===== config.mk =====
export PLATFORM = sky130hd
export DESIGN_NAME = chca_ctrl
export DESIGN_NICKNAME = d
export VERILOG_FILES = /design/src/design/chca_pkg.sv /design/src/design/chca_ctrl.sv
export VERILOG_INCLUDE_DIRS = /design/src /design/src/design
export SDC_FILE = /design/constraint.sdc
export NUM_CORES = 1
export LEC_CHECK = 0
export ABC_CLOCK_PERIOD_IN_PS = 2600
export BUFFER_PORTS_ARGS = -buffer_cell sky130_fd_sc_hd__buf_2
export CAP_MARGIN = 20
export CORE_AREA = 2 2 39 41
export CTS_BUF_LIST = sky130_fd_sc_hd__clkbuf_16
export DETAILED_ROUTE_END_ITERATION = 8
export DIE_AREA = 0 0 41 43
export PLACE_DENSITY = 0.55
export REMOVE_ABC_BUFFERS = 1
export SLEW_MARGIN = 20
export SYNTH_ARGS = -nofsm -noshare
export SYNTH_HDL_FRONTEND = slang
export SYNTH_SLANG_ARGS = --single-unit

===== constraint.sdc =====
create_clock -name i_clk -period 2.6 [get_ports i_clk]
set_input_delay 0.52 -clock i_clk [delete_from_list [all_inputs] [get_ports i_clk]]
set_output_delay 0.52 -clock i_clk [all_outputs]
set_load 0.02 [all_outputs]

===== src/design/canonical_huffman_code_assign_defines.svh =====
// ----------------------------------------------------------------------------
// Canonical Huffman code assignment: assertion macros
// Shared concurrent assertion forms. Defining ASSERT_OFF compiles them away.
// ----------------------------------------------------------------------------
`ifndef CANONICAL_HUFFMAN_CODE_ASSIGN_DEFINES_SVH
`define CANONICAL_HUFFMAN_CODE_ASSIGN_DEFINES_SVH

`ifndef ASSERT_OFF

// The consequent must hold in the same cycle as the antecedent.
`define CHCA_ASSERT_IMPLY(lbl, clk, rst_n, ante, cons, msg) \
    lbl: assert property (@(posedge clk) disable iff (!rst_n) (ante) |-> (cons)) \
        else $error(msg);

// The consequent must hold in the cycle after the antecedent.
`define CHCA_ASSERT_NEXT(lbl, clk, rst_n, ante, cons, msg) \
    lbl: assert property (@(posedge clk) disable iff (!rst_n) (ante) |=> (cons)) \
        else $error(msg);

// The expression must hold in every cycle out of reset.
`define CHCA_ASSERT_ALWAYS(lbl, clk, rst_n, expr, msg) \
    lbl: assert property (@(posedge clk) disable iff (!rst_n) (expr)) \
        else $error(msg);

`else

`define CHCA_ASSERT_IMPLY(lbl, clk, rst_n, ante, cons, msg)
`define CHCA_ASSERT_NEXT(lbl, clk, rst_n, ante, cons, msg)
`define CHCA_ASSERT_ALWAYS(lbl, clk, rst_n, expr, msg)

`endif

`endif


===== src/design/chca_pkg.sv =====
// ----------------------------------------------------------------------------
// Canonical Huffman code assignment: package
// Widths, status codes, controller states and the controller/datapath links.
// ----------------------------------------------------------------------------
package chca_pkg;

    localparam int MAX_CODE_BITS = 15;
    localparam int ALPHABET_SIZE = 512;

    localparam int SYM_W   = $clog2(ALPHABET_SIZE);      // symbol index
    localparam int CNT_W   = $clog2(ALPHABET_SIZE + 1);  // symbol count, up to the size
    localparam int LEN_W   = $clog2(MAX_CODE_BITS + 1);  // stored code length
    localparam int NUM_LEN = 1 << LEN_W;                 // entries per length table
    localparam int CODE_W  = 15;                         // stored code
    localparam int FIRST_W = 16;                         // first code, with wrap bit
    localparam int LCNT_W  = 10;                         // count per length
    localparam int LEN_IN_W = 5;                         // incoming length field
    localparam int STAT_W  = 2;

    typedef enum logic [STAT_W-1:0] {
        ST_OK       = 2'd0,
        ST_TOO_LONG = 2'd1,
        ST_NO_CODE  = 2'd2
    } t_status;

    typedef enum logic [2:0] {
        S_IDLE,
        S_LOOKUP,
        S_BUILD,
        S_SINGLE,
        S_COUNT,
        S_PREFIX,
        S_ASGN,
        S_DONE
    } t_state;

    // Commands from the controller to the datapath.
    typedef struct packed {
        logic load;     // a length request is accepted this cycle
        logic lookup;   // a lookup request is accepted this cycle
        logic reply;    // lookup response cycle
        logic build;    // clear the per-length counts and pass counters
        logic single;   // one-length set: force symbol 0 to code 1 of length 1
        logic count;    // counting pass over the stored lengths
        logic prefix;   // one step of the first-code recurrence
        logic asg;      // code assignment pass over the stored lengths
        logic done;     // build response cycle
    } t_cmd;

    // Status from the datapath to the controller.
    typedef struct packed {
        logic pass_done;    // symbol pass has issued and retired every read
        logic prefix_last;  // current prefix step is for the longest length
        logic too_long;     // the set held a length above the maximum
        logic single_set;   // the set holds exactly one length
    } t_stat;

endpackage


===== src/design/chca_ctrl.sv =====
// ----------------------------------------------------------------------------
// Canonical Huffman code assignment: controller
// Sequences request acceptance, lookup replies and the table build passes.
// ----------------------------------------------------------------------------
`include "canonical_huffman_code_assign_defines.svh"

module chca_ctrl (
    input  logic            i_clk,
    input  logic            i_rst_n,
    input  logic            i_start,
    input  logic            i_kind,
    input  logic            i_last_length,
    input  chca_pkg::t_stat i_stat,
    output chca_pkg::t_cmd  o_cmd,
    output logic            o_busy,
    output logic            o_strobe
);

    import chca_pkg::*;

    t_state r_state, n_state;

    always_ff @(posedge i_clk) begin
        if (!i_rst_n) begin
            r_state <= S_IDLE;
        end else begin
            r_state <= n_state;
        end
    end

    always_comb begin
        n_state  = r_state;
        o_cmd    = '0;
        o_strobe = 1'b0;
        o_busy   = 1'b1;
        case (r_state)
            S_IDLE: begin
                o_busy = 1'b0;
                if (i_start) begin
                    if (i_kind) begin
                        o_cmd.lookup = 1'b1;
                        n_state      = S_LOOKUP;
                    end else begin
                        o_cmd.load = 1'b1;
                        if (i_last_length) begin
                            n_state = S_BUILD;
                        end
                    end
                end
            end
            S_LOOKUP: begin
                o_cmd.reply = 1'b1;
                o_strobe    = 1'b1;
                n_state     = S_IDLE;
            end
            S_BUILD: begin
                o_cmd.build = 1'b1;
                if (i_stat.too_long) begin
                    n_state = S_DONE;
                end else if (i_stat.single_set) begin
                    n_state = S_SINGLE;
                end else begin
                    n_state = S_COUNT;
                end
            end
            S_SINGLE: begin
                o_cmd.single = 1'b1;
                n_state      = S_DONE;
            end
            S_COUNT: begin
                o_cmd.count = 1'b1;
                if (i_stat.pass_done) begin
                    n_state = S_PREFIX;
                end
            end
            S_PREFIX: begin
                o_cmd.prefix = 1'b1;
                if (i_stat.prefix_last) begin
                    n_state = S_ASGN;
                end
            end
            S_ASGN: begin
                o_cmd.asg = 1'b1;
                if (i_stat.pass_done) begin
                    n_state = S_DONE;
                end
            end
            S_DONE: begin
                o_cmd.done = 1'b1;
                o_strobe   = 1'b1;
                n_state    = S_IDLE;
            end
            default: begin
                n_state = S_IDLE;
            end
        endcase
    end

    `CHCA_ASSERT_NEXT(a_strobe_pulse, i_clk, i_rst_n, o_strobe, !o_strobe, "result strobe held for two cycles")
    `CHCA_ASSERT_NEXT(a_lookup_reply, i_clk, i_rst_n, i_start && !o_busy && i_kind, o_strobe, "lookup without a reply in the next cycle")

endmodule


==> results of run 1 <==
final cells by class:
| class | instances | area (sq um) |
|---|---|---|
| Fill cell | 153 | 903 |
| Multi-Input combinational cell | 34 | 215 |
| Timing Repair Buffer | 19 | 95.1 |
| Clock buffer | 3 | 75.1 |
| Sequential cell | 3 | 60.1 |
| Tap cell | 16 | 20.0 |
| Inverter | 3 | 11.3 |
| Clock inverter | 1 | 3.75 |
worst paths after layout:
| check | to | depth (start not counted) |
|---|---|---|
| worst min register to register | r_state[2] | 2 |
| worst max-delay path | o_strobe | 3 |
| worst min-delay path | r_state[0] | 3 |
| worst max register to register | r_state[1] | 4 |
cells in the mapped netlist (2+ instances only):
cell     instances
inv_1            2
nor3_1           2
buf_6            2
and3_1           4
nor3b_1          4
dfxtp_1          3
nand2_1          4
nor2_1           8
report_power, final:
group | internal, mW | switching, mW | total, mW
Combinational | 0.116 | 0.145 | 0.261
Clock | 0.198 | 0.0409 | 0.239
Sequential | 0.0643 | 0.0682 | 0.132
Total | 0.379 | 0.254 | 0.633
routing by layer:
metal,up-vias,track usage
li1,192,-
met1,168,0.132
met2,8,0.150
met3,0,0.0524
met4,0,0.0600
met5,-,0
critical path, stage by stage (launching register included):
cell	delay, ns
dfxtp_1	0.65
nor3b_1	0.11
or2_2	0.29
buf_2	0.16
kinds of logic (layout without fill, tap and decap cells):
family          after synthesis  in the layout  synth area share
flops                         3              3             0.191
buf+inv                       6             26             0.123
compound gates                9              9             0.243
simple gates                 25             25             0.442
==> impl_metrics.yaml, run 1 <==
synth:
  synth_top_area_share: 0.191
  synth_flop_cell: "dfxtp_1"
  yosysSeqAreaShare: 0.191
  synthDistinctLibCells: 22
  synth_area_leaders: "dfxtp_1 (19%), nor2_1 (9.6%), nor3b_1 (9.6%), and3_1 (8.0%), buf_6 (7.2%)"
  ys_async_sr_fraction: 0
  synth_edf_count: 0
  yosysTopAreaCell: "dfxtp_1"
  syn_area_per_cell_sq_um: 7.30
  synth_cells: 43
  syn-cell-area_sq_um: 314
  yosysWarnings: 0
  ys_ff_latch: 3
place:
  place_area_sq_um: 402
  dp_cells: 75
  place_ws_ns: 0.890
  hpwl_microns: 592
  port_buffers: 19
  gp_congestion: 0.749
global_routing:
  antenna_found_initial: 0
  groute.usage.overall: 0.109
  grt_max_degree: 18
  grt_pass1_wl_microns: 1260
  grt-ovfl-total: 0
  grt_pass1_vias: 299
route:
  routed_via_density: 4.66
  drtPass1Iterations: 4
  dr_wl_met2_microns: 411
  postRouteAntennaNets: 0
  dr.max_layer_used: "met3"
  vias: 368
  drc_errors: 0
  drt_iter0_markers: 7
  totalWireLength_microns: 808
  wl_per_cell_microns: 10.2
  wl_met3_microns: 49
  met1Wirelength_microns: 347
worst_setup_path:
  startpoint_type: "flip-flop"
  reg2reg_slack_ns: 1.14
  r2r_start: "r_state[2]"
  worstPathArrival_ns: 1.43
  crit_required_ns: 2.08
  endpoint_kind: "output port"
  path_max_fanout: 17
  crit_type: "reg2out"
  critPathLaunch: "r_state[1]"
final_layout:
  diodes: 0
  reg.largest.list: "r_state (3)"
  drive_gt1_frac: 0.413
  top_register: "r_state"
  area_growth_pct: 53.0
  post-route-util: 0.347
  postLayoutCellArea_sq_um: 480
  largest_reg_flops: 3
  final_common_cell: "buf_2"
  mostFrequentLayoutCells: "buf_2 (19), nor2_1 (8), nor3b_1 (4), and3_1 (4), nand2_1 (4)"
  final_nets: 73
  instances_no_fill: 79
die:
  fp.dieH_microns: 43
  coreArea_sq_um: 1380
  dieArea_sq_um: 1760
  rows: 14
  die_x_microns: 41
  start_util: 0.227
  io-pin-count: 20
clock_network:
  cts.path.max_buffers: 2
  clk_pin_slew_ns: 0.03
  clkLatencyLatePin_ns: 0.22
  postCtsResizedCells: 0
  cts_tree: "yes"
  htreeDepth: 1
  postCtsHoldBufs: 0
  post-cts-setup-buffers: 0
  cts.sinks: 3
  numCtsBuffers: 3
  root_buffer: "clkbuf_16"
sta:
  fmax_mhz: 513
  whs_ns: 0.556
  rsz0062_at_grt: "no"
  tns_ns: 0
  final.period_utilization: 0.750
  setup-violations-final: 0
  relSlewSlack: 0.633
  fin_crit_ns: 1.95
  fin_worst_skew_ns: 0.00271
  tightest_slew_ns: 0.550
  drv_slew: 0
  worst_slack_ns: 0.650
  hold_viol_final: 0
pwr:
  p_leak_nw: 0.257
  power_density_nw_per_um2: 1320
  peakVddDrop_mv: 0.360
  power_mw: 0.633
min_path:
  min_from: "i_rst_n"
  hold_class: "in2reg"
run_status:
  status: "finished clean"
flow_run:
  maxCapViolCount: 0
Note: power is estimated with default switching activity, not from simulation.
==> run 2, diff against run 1 <==
--- a/config.mk
+++ b/config.mk
@@ -6,7 +6,8 @@
 export SDC_FILE = /design/constraint.sdc
 export NUM_CORES = 1
 export LEC_CHECK = 0
-export ABC_CLOCK_PERIOD_IN_PS = 2600
+export ABC_AREA = 1
+export ABC_CLOCK_PERIOD_IN_PS = 1680
 export BUFFER_PORTS_ARGS = -buffer_cell sky130_fd_sc_hd__buf_2
 export CAP_MARGIN = 20
 export CORE_AREA = 2 2 39 41
==> constraint.sdc (replaced) <==
create_clock -name i_clk -period 1.68 [get_ports i_clk]
set_input_delay 0.336 -clock i_clk [delete_from_list [all_inputs] [get_ports i_clk]]
set_output_delay 0.336 -clock i_clk [all_outputs]
set_load 0.02 [all_outputs]
==> run 2 against run 1 <==
Flip-flop and latch count did not move; synthesized area fell by 5.6%; worst setup slack got worse by 0.50 ns; highest routed layer unchanged.
==> impl_metrics.yaml, run 2 <==
synth:
  synthDistinctLibCells: 17
  yosysTopAreaCell: "dfxtp_1"
  synth_top_family_by_area: "simple AND/OR/NAND/NOR gates"
  synth_edf_count: 0
  synth_flop_cell: "dfxtp_1"
  yosysWarnings: 0
  yosysSeqAreaShare: 0.203
  synth_compound_area_frac: 0.135
  synth-simple-area-share: 0.498
  synth_area_leaders: "dfxtp_1 (20%), inv_1 (13%), nand2_1 (10%), nand3_1 (8.4%), nor2_1 (6.3%)"
  synth_xor_area_frac: 0
  synthAdderAreaFrac: 0
  syn_area_per_cell_sq_um: 5.70
  syn-cell-area_sq_um: 297
  synth.most_common_cell: "inv_1"
  ys_async_sr_fraction: 0
  synth_top_area_share: 0.203
  synthMuxAreaShare: 0
  synth_cells: 52
  ys_ff_latch: 3
  synthTopCellsByCount: "inv_1 (10), nand2_1 (8), nand3_1 (5), nor2_1 (5)"
clock_network:
  clkLatencyLatePin_ns: 0.22
  postCtsResizedCells: 0
  cts.path.max_buffers: 2
  clk_pin_slew_ns: 0.03
  root_buffer: "clkbuf_16"
  post-cts-setup-buffers: 0
  postCtsHoldBufs: 0
  numCtsBuffers: 3
  cts.sinks: 3
  htreeDepth: 1
  cts_tree: "yes"
route:
  totalWireLength_microns: 739
  drt_iter0_markers: 7
  postRouteAntennaNets: 0
  drc_errors: 0
  drtPass1Iterations: 4
  routed_via_density: 4.30
  vias: 391
  wl_per_cell_microns: 8.12
die:
  coreArea_sq_um: 1380
  rows: 14
  die_x_microns: 41
  fp.dieH_microns: 43
  io-pin-count: 20
  start_util: 0.214
  dieArea_sq_um: 1760
global_routing:
  grt_pass1_vias: 347
  antenna_found_initial: 0
  grt_max_degree: 8
  grt-ovfl-total: 0
  groute.usage.overall: 0.109
  grt_pass1_wl_microns: 1300
worst_setup_path:
  r2r_end: "r_state[2]"
  reg2reg_slack_ns: 0.54
  cp_num_cells: 5
  rr_worst_depth: 5
  critPathMostFrequentCell: "nor2_2"
  r2r_start: "r_state[2]"
  path_buf_inv: 3
  path_max_fanout: 7
  critPathTopFamily: "flip-flops"
  endpoint_kind: "output port"
  startpoint_type: "flip-flop"
  worstPathCellList: "inv_2, nor2_2, inv_1, nor2_2, buf_2"
  crit_required_ns: 1.34
  worstPathArrival_ns: 1.20
  crit_type: "reg2out"
  critPathSlowestCell: "dfxtp_1"
  cpPeakStageDelay_ns: 0.44
sta:
  fin_crit_ns: 1.53
  fmax_mhz: 652
  drv_slew: 0
  tns_ns: 0
  hold_viol_final: 0
  relSlewSlack: 0.834
  setup-violations-final: 0
  fin_worst_skew_ns: 0.00260
  tightest_slew_ns: 0.249
  rsz0062_at_grt: "no"
  worst_slack_ns: 0.147
  final.period_utilization: 0.913
run_status:
  status: "finished clean"
final_layout:
  drive_gt1_frac: 0.427
  diodes: 0
  area_growth_pct: 65.4
  mostFrequentLayoutCells: "buf_2 (19), inv_1 (11), nand2_1 (8)"
  top_register: "r_state"
  final_nets: 85
  largest_reg_flops: 3
  reg.largest.list: "r_state (3)"
  final_common_cell: "buf_2"
pwr:
  p_leak_nw: 0.302
  peakVddDrop_mv: 0.820
  power_mw: 0.985
  power_density_nw_per_um2: 2010
flow_run:
  maxCapViolCount: 0
min_path:
  hold_path_depth: 3
  hold_class: "in2reg"
  min_from: "i_rst_n"
  holdPathEnd: "r_state[0]"
place:
  place_ws_ns: 0.374
  port_buffers: 19
  gp_congestion: 0.838
  hpwl_microns: 654
[run 2: area by class of cell]
class | count | area (sq um)
multi-input cells | 36 | 188
clock inverters | 1 | 3.75
inverters | 13 | 48.8
fillers | 165 | 893
well taps | 16 | 20.0
clock buffers | 3 | 75.1
repair buffers | 19 | 95.1
flip-flops and latches | 3 | 60.1
[run 2: how the worst max path moves through the flow]
| stage | start | to |
|---|---|---|
| 2_1_floorplan | r_state[0] | o_cmd[7] |
| 5_1_grt | r_state[2] | o_cmd[3] |
| 6_report | r_state[2] | o_cmd[3] |
| 3_3_place_gp | r_state[2] | o_cmd[3] |
| 3_5_place_dp | r_state[2] | o_cmd[3] |
| 4_1_cts | r_state[2] | o_cmd[3] |
[run 2: per-stage QoR]
stage	util	instance area [sq um]	std cells	hold WS, ns
after global placement	0.297	412	87	0.607
after global routing	0.354	490	91	0.390
after floorplan	-	297	52	0.476
after CTS	0.354	490	91	0.388
final	0.354	490	91	0.386
after detailed placement	0.297	412	87	0.614
[run 2: kinds of logic (layout without fill, tap and decap cells)]
kind of cell           count (synthesis)  count (layout)
and+or+nand+nor                       29              29
buffers and inverters                 13              36
AOI/OAI and AO/OA                      7               7
DFF                                    3               3
[run 2: routing by layer]
metal  wire (microns)  up-vias  track usage  part of all wire
met5                0        -            0                 0
met4                0        0       0.0400                 0
met3               51        0       0.0628             0.069
met2              336       11        0.134              0.45
met1              351      167        0.153              0.47
li1                 -      213            -                 -
[run 2: report_power, final]
part	leakage, nW	switching (mW)	internal, mW	total [mW]
clock	0.0423	0.0575	0.306	0.364
combinational	0.235	0.304	0.165	0.469
sequential	0.0246	0.0506	0.101	0.152
total	0.302	0.412	0.572	0.985
[run 2: worst reg2reg max path, stage by stage, from the launching register on]
cell and delay (ns):
dfxtp_1 0.44, inv_2 0.09, nand3_1 0.13, nand2_1 0.09, nor3_1 0.19, a21oi_1 0.09
